## src/hw/rtl/hrcf_pkg.sv

```systemverilog
`default_nettype none
// ----------------------------------------------------------------------------
// hrcf_pkg
// shared constants, types and helpers of the hsv/rgb cell formatter
// ----------------------------------------------------------------------------
package hrcf_pkg;

	// grid defaults
	localparam int HRCF_COLUMNS = 128;
	localparam int HRCF_ROWS    = 64;

	// stream widths
	localparam int S_TDATA_W = 96;
	localparam int M_TDATA_W = 120;

	// palette size after reset
	localparam logic [8:0] PALETTE_RESET = 9'd10;

	// request kinds carried in tuser
	localparam logic REQ_RGB = 1'b0;
	localparam logic REQ_HSV = 1'b1;

	// hue arithmetic, 1/16 degree units
	localparam logic [17:0] HUE_BIAS      = 18'd34560;   // six full turns
	localparam logic [9:0]  HUE_SECTOR    = 10'd960;     // 60 degrees
	localparam logic [17:0] SECTOR_FP     = 18'd245760;  // 960 * 256
	localparam logic [12:0] DIV15_MUL     = 13'd4370;    // 2^16 / 15, rounded up
	localparam logic [5:0]  DIV6_MUL      = 6'd43;       // 2^8 / 6, rounded up
	localparam logic [6:0]  SECTOR_COUNT  = 7'd6;
	localparam logic [8:0]  UNIT_FP       = 9'd256;

	// colour wheel sectors
	localparam logic [2:0] SECT_RED     = 3'd0;
	localparam logic [2:0] SECT_YELLOW  = 3'd1;
	localparam logic [2:0] SECT_GREEN   = 3'd2;
	localparam logic [2:0] SECT_CYAN    = 3'd3;
	localparam logic [2:0] SECT_BLUE    = 3'd4;

	// ascii digit base
	localparam logic [7:0] ASCII_ZERO = 8'h30;

	// per-stage load enables of the colour pipe
	typedef struct packed {
		logic s1;
		logic s2;
		logic s3;
		logic s4;
		logic s5;
	} hrcf_adv_t;

	// saturate a 1/256 fixed-point level at 1.0
	function automatic logic [8:0] sat_unit(input logic [8:0] v);
		return (v > UNIT_FP) ? UNIT_FP : v;
	endfunction

endpackage
`default_nettype wire

```

## src/hw/rtl/hrcf_hsv_pipe.sv

```systemverilog
`default_nettype none
// ----------------------------------------------------------------------------
// hrcf_hsv_pipe
// five-stage colour path: hue wrap, sector split, p/q/t products, rgb select
// ----------------------------------------------------------------------------
module hrcf_hsv_pipe
	import hrcf_pkg::*;
(
	input  wire logic        clk,
	input  wire hrcf_adv_t   adv,
	input  wire logic        req_type,
	input  wire logic [15:0] hue,
	input  wire logic [8:0]  saturation,
	input  wire logic [8:0]  brightness,
	input  wire logic [7:0]  red_in,
	input  wire logic [7:0]  green_in,
	input  wire logic [7:0]  blue_in,
	output logic      [7:0]  red,
	output logic      [7:0]  green,
	output logic      [7:0]  blue
);

	// stage 1: bias hue positive, coarse quotient by 960
	logic [17:0] hue_sum;
	logic [10:0] hue_blk;
	logic [23:0] blk_prod;

	logic        type_s1;
	logic [16:0] hue_s1;
	logic [6:0]  quo_s1;
	logic [8:0]  sat_s1, val_s1;
	logic [7:0]  r_s1, g_s1, b_s1;

	assign hue_sum  = {{2{hue[15]}}, hue} + HUE_BIAS;
	assign hue_blk  = hue_sum[16:6];
	assign blk_prod = 24'(hue_blk) * 24'(DIV15_MUL);

	always_ff @(posedge clk) begin
		if (adv.s1) begin
			type_s1 <= req_type;
			hue_s1  <= hue_sum[16:0];
			quo_s1  <= blk_prod[22:16];
			sat_s1  <= sat_unit(saturation);
			val_s1  <= sat_unit(brightness);
			r_s1    <= red_in;
			g_s1    <= green_in;
			b_s1    <= blue_in;
		end
	end

	// stage 2: fraction within sector, sector number, 255*v
	logic [16:0] sect_base, frac_wide;
	logic [12:0] six_prod;
	logic [6:0]  sect_wide;

	logic        type_s2;
	logic [9:0]  frac_s2;
	logic [2:0]  sect_s2;
	logic [8:0]  sat_s2;
	logic [16:0] v255_s2;
	logic [7:0]  r_s2, g_s2, b_s2;

	assign sect_base = 17'(quo_s1) * 17'(HUE_SECTOR);
	assign frac_wide = hue_s1 - sect_base;
	assign six_prod  = 13'(quo_s1) * 13'(DIV6_MUL);
	assign sect_wide = quo_s1 - 7'(six_prod[12:8]) * SECTOR_COUNT;

	always_ff @(posedge clk) begin
		if (adv.s2) begin
			type_s2 <= type_s1;
			frac_s2 <= frac_wide[9:0];
			sect_s2 <= sect_wide[2:0];
			sat_s2  <= sat_s1;
			v255_s2 <= {val_s1, 8'b0} - 17'(val_s1);
			r_s2    <= r_s1;
			g_s2    <= g_s1;
			b_s2    <= b_s1;
		end
	end

	// stage 3: s*f, s*(960-f), p and v channels
	logic [9:0]  frac_rem;
	logic [8:0]  sat_inv;
	logic [25:0] p_prod;

	logic        type_s3;
	logic [2:0]  sect_s3;
	logic [17:0] sf_s3, st_s3;
	logic [16:0] v255_s3;
	logic [7:0]  pc_s3, vc_s3;
	logic [7:0]  r_s3, g_s3, b_s3;

	assign frac_rem = HUE_SECTOR - frac_s2;
	assign sat_inv  = UNIT_FP - sat_s2;
	assign p_prod   = 26'(v255_s2) * 26'(sat_inv);

	always_ff @(posedge clk) begin
		if (adv.s3) begin
			type_s3 <= type_s2;
			sect_s3 <= sect_s2;
			sf_s3   <= 18'(sat_s2) * 18'(frac_s2);
			st_s3   <= 18'(sat_s2) * 18'(frac_rem);
			v255_s3 <= v255_s2;
			pc_s3   <= p_prod[23:16];
			vc_s3   <= v255_s2[15:8];
			r_s3    <= r_s2;
			g_s3    <= g_s2;
			b_s3    <= b_s2;
		end
	end

	// stage 4: 255*v*(245760 - s*f) and 255*v*(245760 - s*(960-f)) over 2^22, for q and t
	logic [17:0] q_fac, t_fac;
	logic [34:0] q_prod, t_prod;

	logic        type_s4;
	logic [2:0]  sect_s4;
	logic [11:0] zq_s4, zt_s4;
	logic [7:0]  pc_s4, vc_s4;
	logic [7:0]  r_s4, g_s4, b_s4;

	assign q_fac  = SECTOR_FP - sf_s3;
	assign t_fac  = SECTOR_FP - st_s3;
	assign q_prod = 35'(v255_s3) * 35'(q_fac);
	assign t_prod = 35'(v255_s3) * 35'(t_fac);

	always_ff @(posedge clk) begin
		if (adv.s4) begin
			type_s4 <= type_s3;
			sect_s4 <= sect_s3;
			zq_s4   <= q_prod[33:22];
			zt_s4   <= t_prod[33:22];
			pc_s4   <= pc_s3;
			vc_s4   <= vc_s3;
			r_s4    <= r_s3;
			g_s4    <= g_s3;
			b_s4    <= b_s3;
		end
	end

	// stage 5: remaining divide by 15, sector select, rgb bypass
	logic [24:0] qd_prod, td_prod;
	logic [7:0]  qc, tc;
	logic [7:0]  red_nx, green_nx, blue_nx;

	assign qd_prod = 25'(zq_s4) * 25'(DIV15_MUL);
	assign td_prod = 25'(zt_s4) * 25'(DIV15_MUL);
	assign qc      = qd_prod[23:16];
	assign tc      = td_prod[23:16];

	always_comb begin
		if (type_s4 == REQ_RGB) begin
			red_nx   = r_s4;
			green_nx = g_s4;
			blue_nx  = b_s4;
		end else begin
			case (sect_s4)
				SECT_RED: begin
					red_nx = vc_s4; green_nx = tc;    blue_nx = pc_s4;
				end
				SECT_YELLOW: begin
					red_nx = qc;    green_nx = vc_s4; blue_nx = pc_s4;
				end
				SECT_GREEN: begin
					red_nx = pc_s4; green_nx = vc_s4; blue_nx = tc;
				end
				SECT_CYAN: begin
					red_nx = pc_s4; green_nx = qc;    blue_nx = vc_s4;
				end
				SECT_BLUE: begin
					red_nx = tc;    green_nx = pc_s4; blue_nx = vc_s4;
				end
				default: begin
					red_nx = vc_s4; green_nx = pc_s4; blue_nx = qc;
				end
			endcase
		end
	end

	always_ff @(posedge clk) begin
		if (adv.s5) begin
			red   <= red_nx;
			green <= green_nx;
			blue  <= blue_nx;
		end
	end

endmodule
`default_nettype wire

```

## src/hw/rtl/hsv_rgb_cell_formatter_core.sv

```systemverilog
`default_nettype none
// ----------------------------------------------------------------------------
// hsv_rgb_cell_formatter_core
// formats one coloured character write: cell number, rgb bytes, their ascii
// digits and the palette slot of the shade
// ----------------------------------------------------------------------------
//
// channel   direction  handshake          carries
// s_*       in         tvalid / tready    one cell write request
// m_*       out        tvalid / tready    one formatted result
// cfg_*     in         valid / ready      palette size (9 bits)
//
// every request gives exactly one result
// one request a cycle is taken unless m_tready stalls a full six-register pipeline
// valid bits travel with the data; a stalled result holds the full stages behind it
// a stage takes new data whenever it is empty or the stage after it moves
// arst_n clears the valid bits and sets the palette size to ten
// cfg_ready is always high; the palette size is read by stage two
//
module hsv_rgb_cell_formatter_core
	import hrcf_pkg::*;
#(
	parameter int COLUMNS = HRCF_COLUMNS,
	parameter int ROWS    = HRCF_ROWS
) (
	input  wire logic                 clk,
	input  wire logic                 arst_n,
	// request stream
	input  wire logic                 s_tvalid,
	output logic                      s_tready,
	// row[11:0] column[23:12] shade[32:24] hue[48:33] saturation[57:49]
	// brightness[66:58] red_in[74:67] green_in[82:75] blue_in[90:83]
	input  wire logic [S_TDATA_W-1:0] s_tdata,
	// req_type[0]
	input  wire logic [0:0]           s_tuser,
	// result stream
	output logic                      m_tvalid,
	input  wire logic                 m_tready,
	// cell_index[12:0] red[20:13] green[28:21] blue[36:29] red_text[60:37]
	// green_text[84:61] blue_text[108:85] palette_slot[116:109]
	output logic      [M_TDATA_W-1:0] m_tdata,
	// palette size write
	input  wire logic                 cfg_valid,
	output logic                      cfg_ready,
	input  wire logic [8:0]           cfg_data
);

	localparam int RowW = (ROWS > 1) ? $clog2(ROWS) : 1;
	localparam int ColW = (COLUMNS > 1) ? $clog2(COLUMNS) : 1;

	// ascii digits of a byte, hundreds in the top byte
	function automatic logic [23:0] byte_text(input logic [7:0] b);
		logic [1:0]  hund;
		logic [7:0]  rest;
		logic [14:0] tprod;
		logic [3:0]  tens;
		logic [7:0]  ones;
		hund  = (b >= 8'd200) ? 2'd2 : ((b >= 8'd100) ? 2'd1 : 2'd0);
		rest  = b - 8'(hund) * 8'd100;
		tprod = 15'(rest) * 15'd205;
		tens  = tprod[14:11];
		ones  = rest - 8'(tens) * 8'd10;
		return {ASCII_ZERO + 8'(hund), ASCII_ZERO + 8'(tens), ASCII_ZERO + ones};
	endfunction

	// request fields
	logic [11:0] in_row, in_col;
	logic [8:0]  in_shade;

	assign in_row   = s_tdata[11:0];
	assign in_col   = s_tdata[23:12];
	assign in_shade = s_tdata[32:24];

	// pipeline control: a stage loads when empty or when the next one moves
	logic [6:1] vld_q;
	logic [6:1] rdy;
	hrcf_adv_t  adv;

	always_comb begin
		rdy[6] = !vld_q[6] || m_tready;
		for (int k = 5; k >= 1; k--) begin
			rdy[k] = !vld_q[k] || rdy[k+1];
		end
	end

	assign adv      = '{s1: rdy[1], s2: rdy[2], s3: rdy[3], s4: rdy[4], s5: rdy[5]};
	assign s_tready = rdy[1];
	assign m_tvalid = vld_q[6];

	always_ff @(posedge clk or negedge arst_n) begin
		if (!arst_n) begin
			vld_q <= '0;
		end else begin
			if (rdy[1]) begin
				vld_q[1] <= s_tvalid;
			end
			for (int k = 2; k <= 6; k++) begin
				if (rdy[k]) begin
					vld_q[k] <= vld_q[k-1];
				end
			end
		end
	end

	// palette size register
	logic [8:0] palette_q;

	assign cfg_ready = 1'b1;

	always_ff @(posedge clk or negedge arst_n) begin
		if (!arst_n) begin
			palette_q <= PALETTE_RESET;
		end else if (cfg_valid) begin
			palette_q <= cfg_data;
		end
	end

	// colour path, stages one to five
	logic [7:0] red_s5, green_s5, blue_s5;

	hrcf_hsv_pipe u_hsv (
		.clk        (clk),
		.adv        (adv),
		.req_type   (s_tuser[0]),
		.hue        (s_tdata[48:33]),
		.saturation (s_tdata[57:49]),
		.brightness (s_tdata[66:58]),
		.red_in     (s_tdata[74:67]),
		.green_in   (s_tdata[82:75]),
		.blue_in    (s_tdata[90:83]),
		.red        (red_s5),
		.green      (green_s5),
		.blue       (blue_s5)
	);

	// stage 1: clamp row and column to the grid, saturate shade
	logic [RowW-1:0] row_cl;
	logic [ColW-1:0] col_cl;
	logic [RowW-1:0] row_s1;
	logic [ColW-1:0] col_s1;
	logic [8:0]      shade_s1;

	always_comb begin
		if (in_row[11]) begin
			row_cl = '0;
		end else if (in_row > 12'(ROWS - 1)) begin
			row_cl = RowW'(ROWS - 1);
		end else begin
			row_cl = in_row[RowW-1:0];
		end
		if (in_col[11]) begin
			col_cl = '0;
		end else if (in_col > 12'(COLUMNS - 1)) begin
			col_cl = ColW'(COLUMNS - 1);
		end else begin
			col_cl = in_col[ColW-1:0];
		end
	end

	always_ff @(posedge clk) begin
		if (rdy[1]) begin
			row_s1   <= row_cl;
			col_s1   <= col_cl;
			shade_s1 <= sat_unit(in_shade);
		end
	end

	// stage 2: cell number, shade times palette size
	logic [31:0] cell_wide;
	logic [8:0]  size_eff, size_m1;
	logic [17:0] slot_prod;
	logic [12:0] cell_s2;
	logic [8:0]  slot_raw_s2;
	logic [7:0]  size_m1_s2;

	assign cell_wide = 32'(row_s1) * 32'(COLUMNS) + 32'(col_s1);

	// a size of zero acts as one, anything above 256 as 256
	always_comb begin
		if (palette_q == 9'd0) begin
			size_eff = 9'd1;
		end else if (palette_q > UNIT_FP) begin
			size_eff = UNIT_FP;
		end else begin
			size_eff = palette_q;
		end
	end

	assign size_m1   = size_eff - 9'd1;
	assign slot_prod = 18'(shade_s1) * 18'(size_eff);

	always_ff @(posedge clk) begin
		if (rdy[2]) begin
			cell_s2     <= cell_wide[12:0];
			slot_raw_s2 <= slot_prod[16:8];
			size_m1_s2  <= size_m1[7:0];
		end
	end

	// stage 3: full shade lands on the last slot
	logic [12:0] cell_s3, cell_s4, cell_s5;
	logic [7:0]  slot_s3, slot_s4, slot_s5;

	always_ff @(posedge clk) begin
		if (rdy[3]) begin
			cell_s3 <= cell_s2;
			slot_s3 <= (slot_raw_s2 > {1'b0, size_m1_s2}) ? size_m1_s2 : slot_raw_s2[7:0];
		end
		if (rdy[4]) begin
			cell_s4 <= cell_s3;
			slot_s4 <= slot_s3;
		end
		if (rdy[5]) begin
			cell_s5 <= cell_s4;
			slot_s5 <= slot_s4;
		end
	end

	// stage 6: decimal text and output register
	logic [M_TDATA_W-1:0] m_tdata_s6;

	always_ff @(posedge clk) begin
		if (rdy[6]) begin
			m_tdata_s6 <= {3'b000, slot_s5, byte_text(blue_s5), byte_text(green_s5),
				byte_text(red_s5), blue_s5, green_s5, red_s5, cell_s5};
		end
	end

	assign m_tdata = m_tdata_s6;

	// checks
	a_full_when_blocked: assert property (@(posedge clk) disable iff (!arst_n)
		!s_tready |-> (vld_q == 6'b111111))
		else $error("request blocked with an empty stage");

	a_accept_enters: assert property (@(posedge clk) disable iff (!arst_n)
		(s_tvalid && s_tready) |=> vld_q[1])
		else $error("accepted request missing from stage one");

	a_text_digit: assert property (@(posedge clk) disable iff (!arst_n)
		m_tvalid |-> (m_tdata[60:53] >= 8'h30 && m_tdata[60:53] <= 8'h32))
		else $error("red hundreds digit out of range");

endmodule
`default_nettype wire
```

## config.mk

```make
export PLATFORM = sky130hd
export DESIGN_NAME = hsv_rgb_cell_formatter_core
export DESIGN_NICKNAME = d
export VERILOG_FILES = /design/src/hw/rtl/hrcf_pkg.sv /design/src/hw/rtl/hrcf_hsv_pipe.sv /design/src/hw/rtl/hsv_rgb_cell_formatter_core.sv
export SDC_FILE = /design/constraint.sdc
export NUM_CORES = 2
export LEC_CHECK = 0
export BUFFER_PORTS_ARGS = -buffer_cell sky130_fd_sc_hd__buf_2
export CAP_MARGIN = 20
export CORE_MARGIN = 1
export CORE_UTILIZATION = 50
export DETAILED_ROUTE_END_ITERATION = 7
export GPL_ROUTABILITY_DRIVEN = 0
export PLACE_DENSITY = 0.77
export SLEW_MARGIN = 5
export SYNTH_ARGS = -nofsm -noshare
export SYNTH_HDL_FRONTEND = slang
export SYNTH_SLANG_ARGS = --single-unit
```

## constraint.sdc

```tcl
create_clock -name clk -period 10.5 [get_ports clk]
set_input_delay 0.525 -clock clk [delete_from_list [all_inputs] [get_ports clk]]
set_output_delay 0.525 -clock clk [all_outputs]
set_load 0.02 [all_outputs]
```

# Yosys cells after proc, flatten, opt, wreduce, memory -nomap -nowiden
# Index checks and enable logic that the tools add are counted.
totals:
  word_cells: 156
  mem_bits_rw: 0
  in_bits: 111
  latchBits: 0
  n_memories: 0
  register_bits: 560
  rom_bits: 0
  out_inout_bits: 123
classes:
  div_mod_pow: 0
  n_addsub: 25
  n_shift: 0
  bitwise: 0
  n_mux: 17
  order_cmp: 13
  eq_ne: 4
  n_mul: 21
  reduce_logical: 18
op_table:
  columns: ["operator", "count"]
  rows:
  - ["8-bit case mux with 3 select lines", 3]
  - ["17-bit by 18-bit multiplier with 34-bit output", 2]
  - ["8-bit subtractor", 6]
  - ["12-bit by 12-bit multiplier with 23-bit output (second input constant)", 2]
  - ["8-bit by 8-bit multiplier with 15-bit output (second input constant)", 3]
  - ["9-bit greater-than comparator (second input constant)", 4]
  - ["9-bit by 10-bit multiplier with 18-bit output", 2]
  - ["18-bit subtractor (first input constant)", 2]
  - ["8-bit 2-to-1 mux", 4]
  - ["6-bit by 8-bit adder with 8-bit output (first input constant)", 3]
  - ["8-bit by 7-bit greater-or-equal comparator with 1-bit output (second input constant)", 3]
  - ["8-bit greater-or-equal comparator (second input constant)", 3]
  - ["17-bit by 9-bit multiplier with 24-bit output", 1]
  - ["11-bit by 12-bit multiplier with 22-bit output (second input constant)", 1]
  - ["6-bit by 2-bit adder with 7-bit output (first input constant)", 3]
  - ["6-bit by 4-bit adder with 7-bit output (first input constant)", 3]
  - ["4-bit by 3-bit multiplier with 7-bit output (second input constant)", 3]
  - ["2-bit by 5-bit multiplier with 6-bit output (second input constant)", 3]
  - ["9-bit 2-to-1 mux", 2]
  - ["16-bit by 17-bit adder with 17-bit output (second input constant)", 1]
  - ["9-bit by 9-bit multiplier with 17-bit output", 1]
  - ["17-bit by 9-bit subtractor with 17-bit output", 1]
  - ["13-bit by 7-bit adder with 13-bit output", 1]
  - ["7-bit by 6-bit multiplier with 13-bit output (second input constant)", 1]
  - ["22 further kinds", 40]

# Depth between registers and ports, before layout
logic_depth:
  ltp_word: 9
  ltp_mapped: 36
  mapped_depth_nobuf: 36

# Modules after synthesis
# Synthesis repeated with hierarchy kept, for this count alone.
hier_totals:
  hier_cells: 5584
  hier_area_um2: 58518.6
modules_own_cells:
  columns: ["module", "n_inst", "seq_area_each_um2", "cells_each", "area_per_inst_um2"]
  rows:
  - ["hrcf_hsv_pipe", 1, 9128.8, 4348, 43775.7]
  - ["hsv_rgb_cell_formatter_core", 1, 6353.6, 1236, 14742.9]

# Least setup slack after synthesis
# Ideal clock, no wire load.
synth_timing:
  kind: "flip-flop to flip-flop"
  startpoint: "reg u_hsv.red[4]"
  endpoint: "reg m_tdata_s6[44] (netlist: m_tdata[44]) (data pin)"
  synth_period_minus_slack_ps: 8119
  stages_incl_launch_ff: 36
  t_arrival_ps: 7860
  required_ps: 10240
  path_buffers: 0
  setup_time_ps: 260
  slack_ps: 2381
  path_cell_list: "edfxtp_1 > o311ai_0 > inv_1 > or2_2 > inv_1 > ha_1 > inv_1 > fa_1 > nor2_1 > nor2_1 > nor2_1 > xnor2_1 > ha_1 > inv_1 > fa_1 > fa_1 > fa_1 > inv_1 > ha_1 > nand2_1 > o21a_1 > o211ai_1 > a21oi_1 > xnor2_1 > inv_1 > ha_1 > ha_1 > ha_1 > ha_1 > inv_1 > ha_1 > a21o_1 > a21oi_1 > xor2_1 > xnor2_1 > xnor2_1"
synth_via:
  elab_chain_cells: 9
  word_cells_on_any_way: 10
  cone_classes: "add/sub (3); mul (3); order compare (2); mux (2)"
synth_rtl:
  columns: ["element", "line_no", "rtl"]
  rows:
  - ["start: declaration", "hrcf_hsv_pipe.sv:18", "output logic [7:0] red,"]
  - ["start signal: assignment", "hrcf_hsv_pipe.sv:182", "red <= red_nx;"]
  - ["8-bit by 7-bit greater-or-equal comparator with 1-bit output", "hsv_rgb_cell_formatter_core.sv:58", "hund = (b >= 8'd200) ? 2'd2 : ((b >= 8'd100) ? 2'd1 : 2'd0);"]
  - ["1-bit 2-to-1 mux", "hsv_rgb_cell_formatter_core.sv:58", null]
  - ["2-bit 2-to-1 mux", "hsv_rgb_cell_formatter_core.sv:58", null]
  - ["2-bit by 5-bit multiplier with 6-bit output", "hsv_rgb_cell_formatter_core.sv:59", "rest = b - 8'(hund) * 8'd100;"]
  - ["8-bit subtractor *", "hsv_rgb_cell_formatter_core.sv:59", null]
  - ["8-bit by 8-bit multiplier with 15-bit output", "hsv_rgb_cell_formatter_core.sv:60", "tprod = 15'(rest) * 15'd205;"]
  - ["4-bit by 3-bit multiplier with 7-bit output", "hsv_rgb_cell_formatter_core.sv:62", "ones = rest - 8'(tens) * 8'd10;"]
  - ["8-bit subtractor *", "hsv_rgb_cell_formatter_core.sv:62", null]
  - ["6-bit by 8-bit adder with 8-bit output *", "hsv_rgb_cell_formatter_core.sv:63", "return {ASCII_ZERO + 8'(hund), ASCII_ZERO + 8'(tens), ASCII_ZERO + ones};"]
  - ["end signal: assignment", "hsv_rgb_cell_formatter_core.sv:224", "m_tdata_s6 <= {3'b000, slot_s5, byte_text(blue_s5), byte_text(green_s5),"]
  - ["end: declaration", "hsv_rgb_cell_formatter_core.sv:220", "logic [M_TDATA_W-1:0] m_tdata_s6;"]
# Mark *: on every way between the ends. The rest lies on a longest branch, timed or not.
# A chain may end at the register's enable or synchronous reset.

# Worst setup path after layout
# Same ends and word-level chain as after synthesis.

==> metrics <==
Sum Neg Setup Slack=0 ns; met2 Track Usage GR=0.3663; Root Buffer=clkbuf_16; synth warn=0; Boundary Pins=between 200 and 250; DR WL/cell=between 15 and 20 um; nets@finish=7289; failing checks=DRC; TritonRoute pass-1 iters=8; Final Core Density=0.5439; max cap viols=0; Least-Margin Pin Slew=between 1 and 1.5 ns; clk slew on worst S/H paths=0.06 ns; cell count of the worst reg-to-reg path=35; FF-to-FF End=m_tdata[44]; Critical Path Most Common Cell=ha_1; register area=between 0.015 and 0.02 sq mm; Max Clock Freq=~0.11 GHz; grt total ovfl=0; initial antenna violation count=7; Via Count=around 38000; Hold Crit Depth=1; Worst Path Arrival=around 9.5 ns; Crit-path slowest cell=o311ai_0; Synth Flop Type=edfxtp_1; vias in the first global route=41020; worst-case clock buffer depth=3; share of flip-flops with an asynchronous set or reset=0.02896; final wirelength=120400 um; Rows=between 100 and 150; Critical Path Max Stage Delay=~0.84 ns; final setup fails=0; Syn Inst Count=~5500; # fillers=just under 10000; largest net degree at the start of global routing=85; Hold Crit Class=in2reg; number of vias per cell=around 5.2; register area share after synthesis=0.2680; Layout area overhead=7.815%; Initial Utilization=0.5045; clk_lat worst skew=just under 0.7 ns; CTS tree=done; Die W=between 300 and 400 um; DIE AREA=~0.12 sq mm; final instance area=about 0.062 sq mm; Post-DP Area=0.06035 sq mm; r2r startpoint=u_hsv.red[4]; Hold EP=u_hsv.b_s1[0]; number of flops mapped to enable cells by yosys=a little over 500; CP max FO=7; synthesized flop and latch total=a little over 500; Post-CTS Setup Repair Bufs=0; GR Util met3=0.04672; placed insts=around 7100; final worst path period share=0.8640; fin crit period=slightly above 9 ns; synth unique cells=86; Reg2Reg Setup Slack=around 1.4 ns; RSZ-0062 raised after global routing=false; DRC viols=12; dpl hpwl=approximately 92000 um; area of the multi-input gates=0.03728 sq mm; Tot GR Track Use=0.2146; fin. max-slew vios=0; Fin. Hold Viols=0; DIE HEIGHT=between 300 and 400 um; Sink Count=~520; CP endpoint kind=register; worst min-delay path startpoint=s_tdata[83]; layout cells sized above 1=0.07292; H-tree depth=2; gr busiest metal=met2; ANT nets after route=0; Crit Path Category=reg2reg; max_slew headroom=0.2098; met1 Use GR=0.2714; Cell Area, Synth=around 0.058 sq mm; Num CTS Buffers=54; synthesized area per cell=10.47 sq um; run status=complete, but fails checks; IO Port Bufs=roughly 190; crit start category=register; first-pass GRT wire length=a little over 200000 um; total core area=approximately 0.11 sq mm; Clock Skew=approximately 0.061 ns; CP required=between 10 and 15 ns; Initial DRC Count=2044; post-route insts no fill=between 7000 and 8000
==> repair_timing <==
action,in CTS,in global routing
hold endpoints to repair,21,0
gates resized for setup,0,0
hold buffers,9,0
==> Yosys cell counts, types with 13 or more instances <==
library cell | instances | area [sq um]
nand4_1 | 13 | 81.33
ha_1 | 724 | 9059
nand3_1 | 25 | 125.1
xnor2_1 | 175 | 1533
mux2_2 | 18 | 202.7
buf_4 | 37 | 277.8
nor2b_1 | 44 | 275.3
clkbuf_1 | 162 | 608.1
o21a_1 | 18 | 135.1
o21bai_1 | 19 | 142.6
inv_1 | 1126 | 4227
edfxtp_1 | 503 | 15100
dfrtp_1 | 13 | 325.3
a211oi_1 | 15 | 112.6
nand2_1 | 778 | 2920
a21o_1 | 40 | 300.3
nor2_1 | 142 | 533.0
a31oi_1 | 18 | 112.6
nor3_1 | 54 | 270.3
and2_1 | 315 | 1971
fa_1 | 805 | 16120
a21oi_1 | 121 | 605.6
o21ai_0 | 49 | 245.2
o211ai_1 | 14 | 105.1
and3_1 | 14 | 87.58
xor2_1 | 72 | 630.6
buf_1 | 20 | 75.07
nand2b_1 | 19 | 118.9
==> cell usage in the layout, fill, tap and decap left out, types with 7 or more instances in the layout <==
cell type,count
xor2_2,11
and3_1,14
and2_1,315
xor2_1,64
nor2_1,142
fa_1,805
nor2b_1,44
clkinv_2,12
inv_1,1124
a21o_1,40
o21a_1,18
buf_2,194
nor3_1,54
o31ai_1,8
edfxtp_1,503
or3_1,11
ha_1,724
clkbuf_1,8
buf_4,65
nand4_1,13
a31oi_1,18
o21bai_1,19
nor4_1,11
a211oi_1,15
a21oi_1,121
dlygate4sd3_1,9
nand2_1,776
o211ai_1,14
mux2_2,18
a21boi_0,7
clkbuf_16,54
o21ai_0,49
dfrtp_1,13
conb_1,34
nand3_1,23
nand2b_1,19
xnor2_1,174
==> cell families after synthesis <==
logic type / Yosys count / synth area share
and+or+nand+nor: 1457 / 0.1180
muxes: 23 / 0.004375
DFF: 518 / 0.2680
adders and majority gates: 1529 / 0.4358
buffers and inverters: 1352 / 0.09039
AOI/OAI and AO/OA: 383 / 0.04438
xor gates and xnor gates: 252 / 0.03886
other: 2 / 0.0001300
==> area by class of cell <==
type,count,area share
tap,1512,0.03038
sequential,518,0.2486
clock buffer,62,0.02218
clock inverter,36,0.006851
inverter,1127,0.06799
multi-input combinational,3678,0.5986
antenna,2,0.00008036
timing repair buffer,270,0.02527
==> stage by stage <==
step / hold WS [ns] / setup WS, ns
global placement: 0.4002 / 1.776
finish: 0.04425 / 1.428
global route: 0.01056 / 0.9745
floorplan: 0.2294 / 2.381
detailed placement: 0.4045 / 1.446
CTS: 0.001941 / 1.408
==> critical path, delay by kind of cell, from the launching register on <==
family          cells  cell delay, ns
fa+ha+maj          12            4.22
xor+xnor            5            1.02
buf+inv             7            0.55
compound gates      6            1.78
flops               1            0.51
simple gates        5            0.75
==> registers in the layout, summed over array words and instances, names as in the netlist, 9 cells and up <==
register / count
m_tdata: 84
cell_s2: 13
cell_s3: 13
u_hsv.sat_s1: 9
palette_q: 9
u_hsv.st_s3: 18
cell_s4: 13
u_hsv.v255_s3: 10
u_hsv.sat_s2: 9
u_hsv.v255_s2: 17
u_hsv.frac_s2: 10
u_hsv.hue_s1: 10
u_hsv.val_s1: 9
shade_s1: 9
slot_raw_s2: 9
u_hsv.zq_s4: 12
u_hsv.zt_s4: 12
u_hsv.sf_s3: 17
cell_s5: 13
==> worst max path at each step <==
stage	start	to
6_report	u_hsv.red[4]	m_tdata[44]
5_1_grt	u_hsv.red[4]	m_tdata[44]
4_1_cts	u_hsv.red[4]	m_tdata[44]
3_5_place_dp	u_hsv.red[4]	m_tdata[44]
3_3_place_gp	u_hsv.red[4]	m_tdata[44]
2_1_floorplan	u_hsv.red[4]	m_tdata[44]
==> metal layers <==
metal / part of all wire / up-vias
li1: - / 17530
met1: 0.41 / 18780
met4: 0.030 / 8
met2: 0.49 / 1181
met3: 0.078 / 242
met5: 0.00044 / -
Power is left out: the tool's default activity adds up to more than one toggle a clock period on the data nets, which glitch-free logic cannot reach.
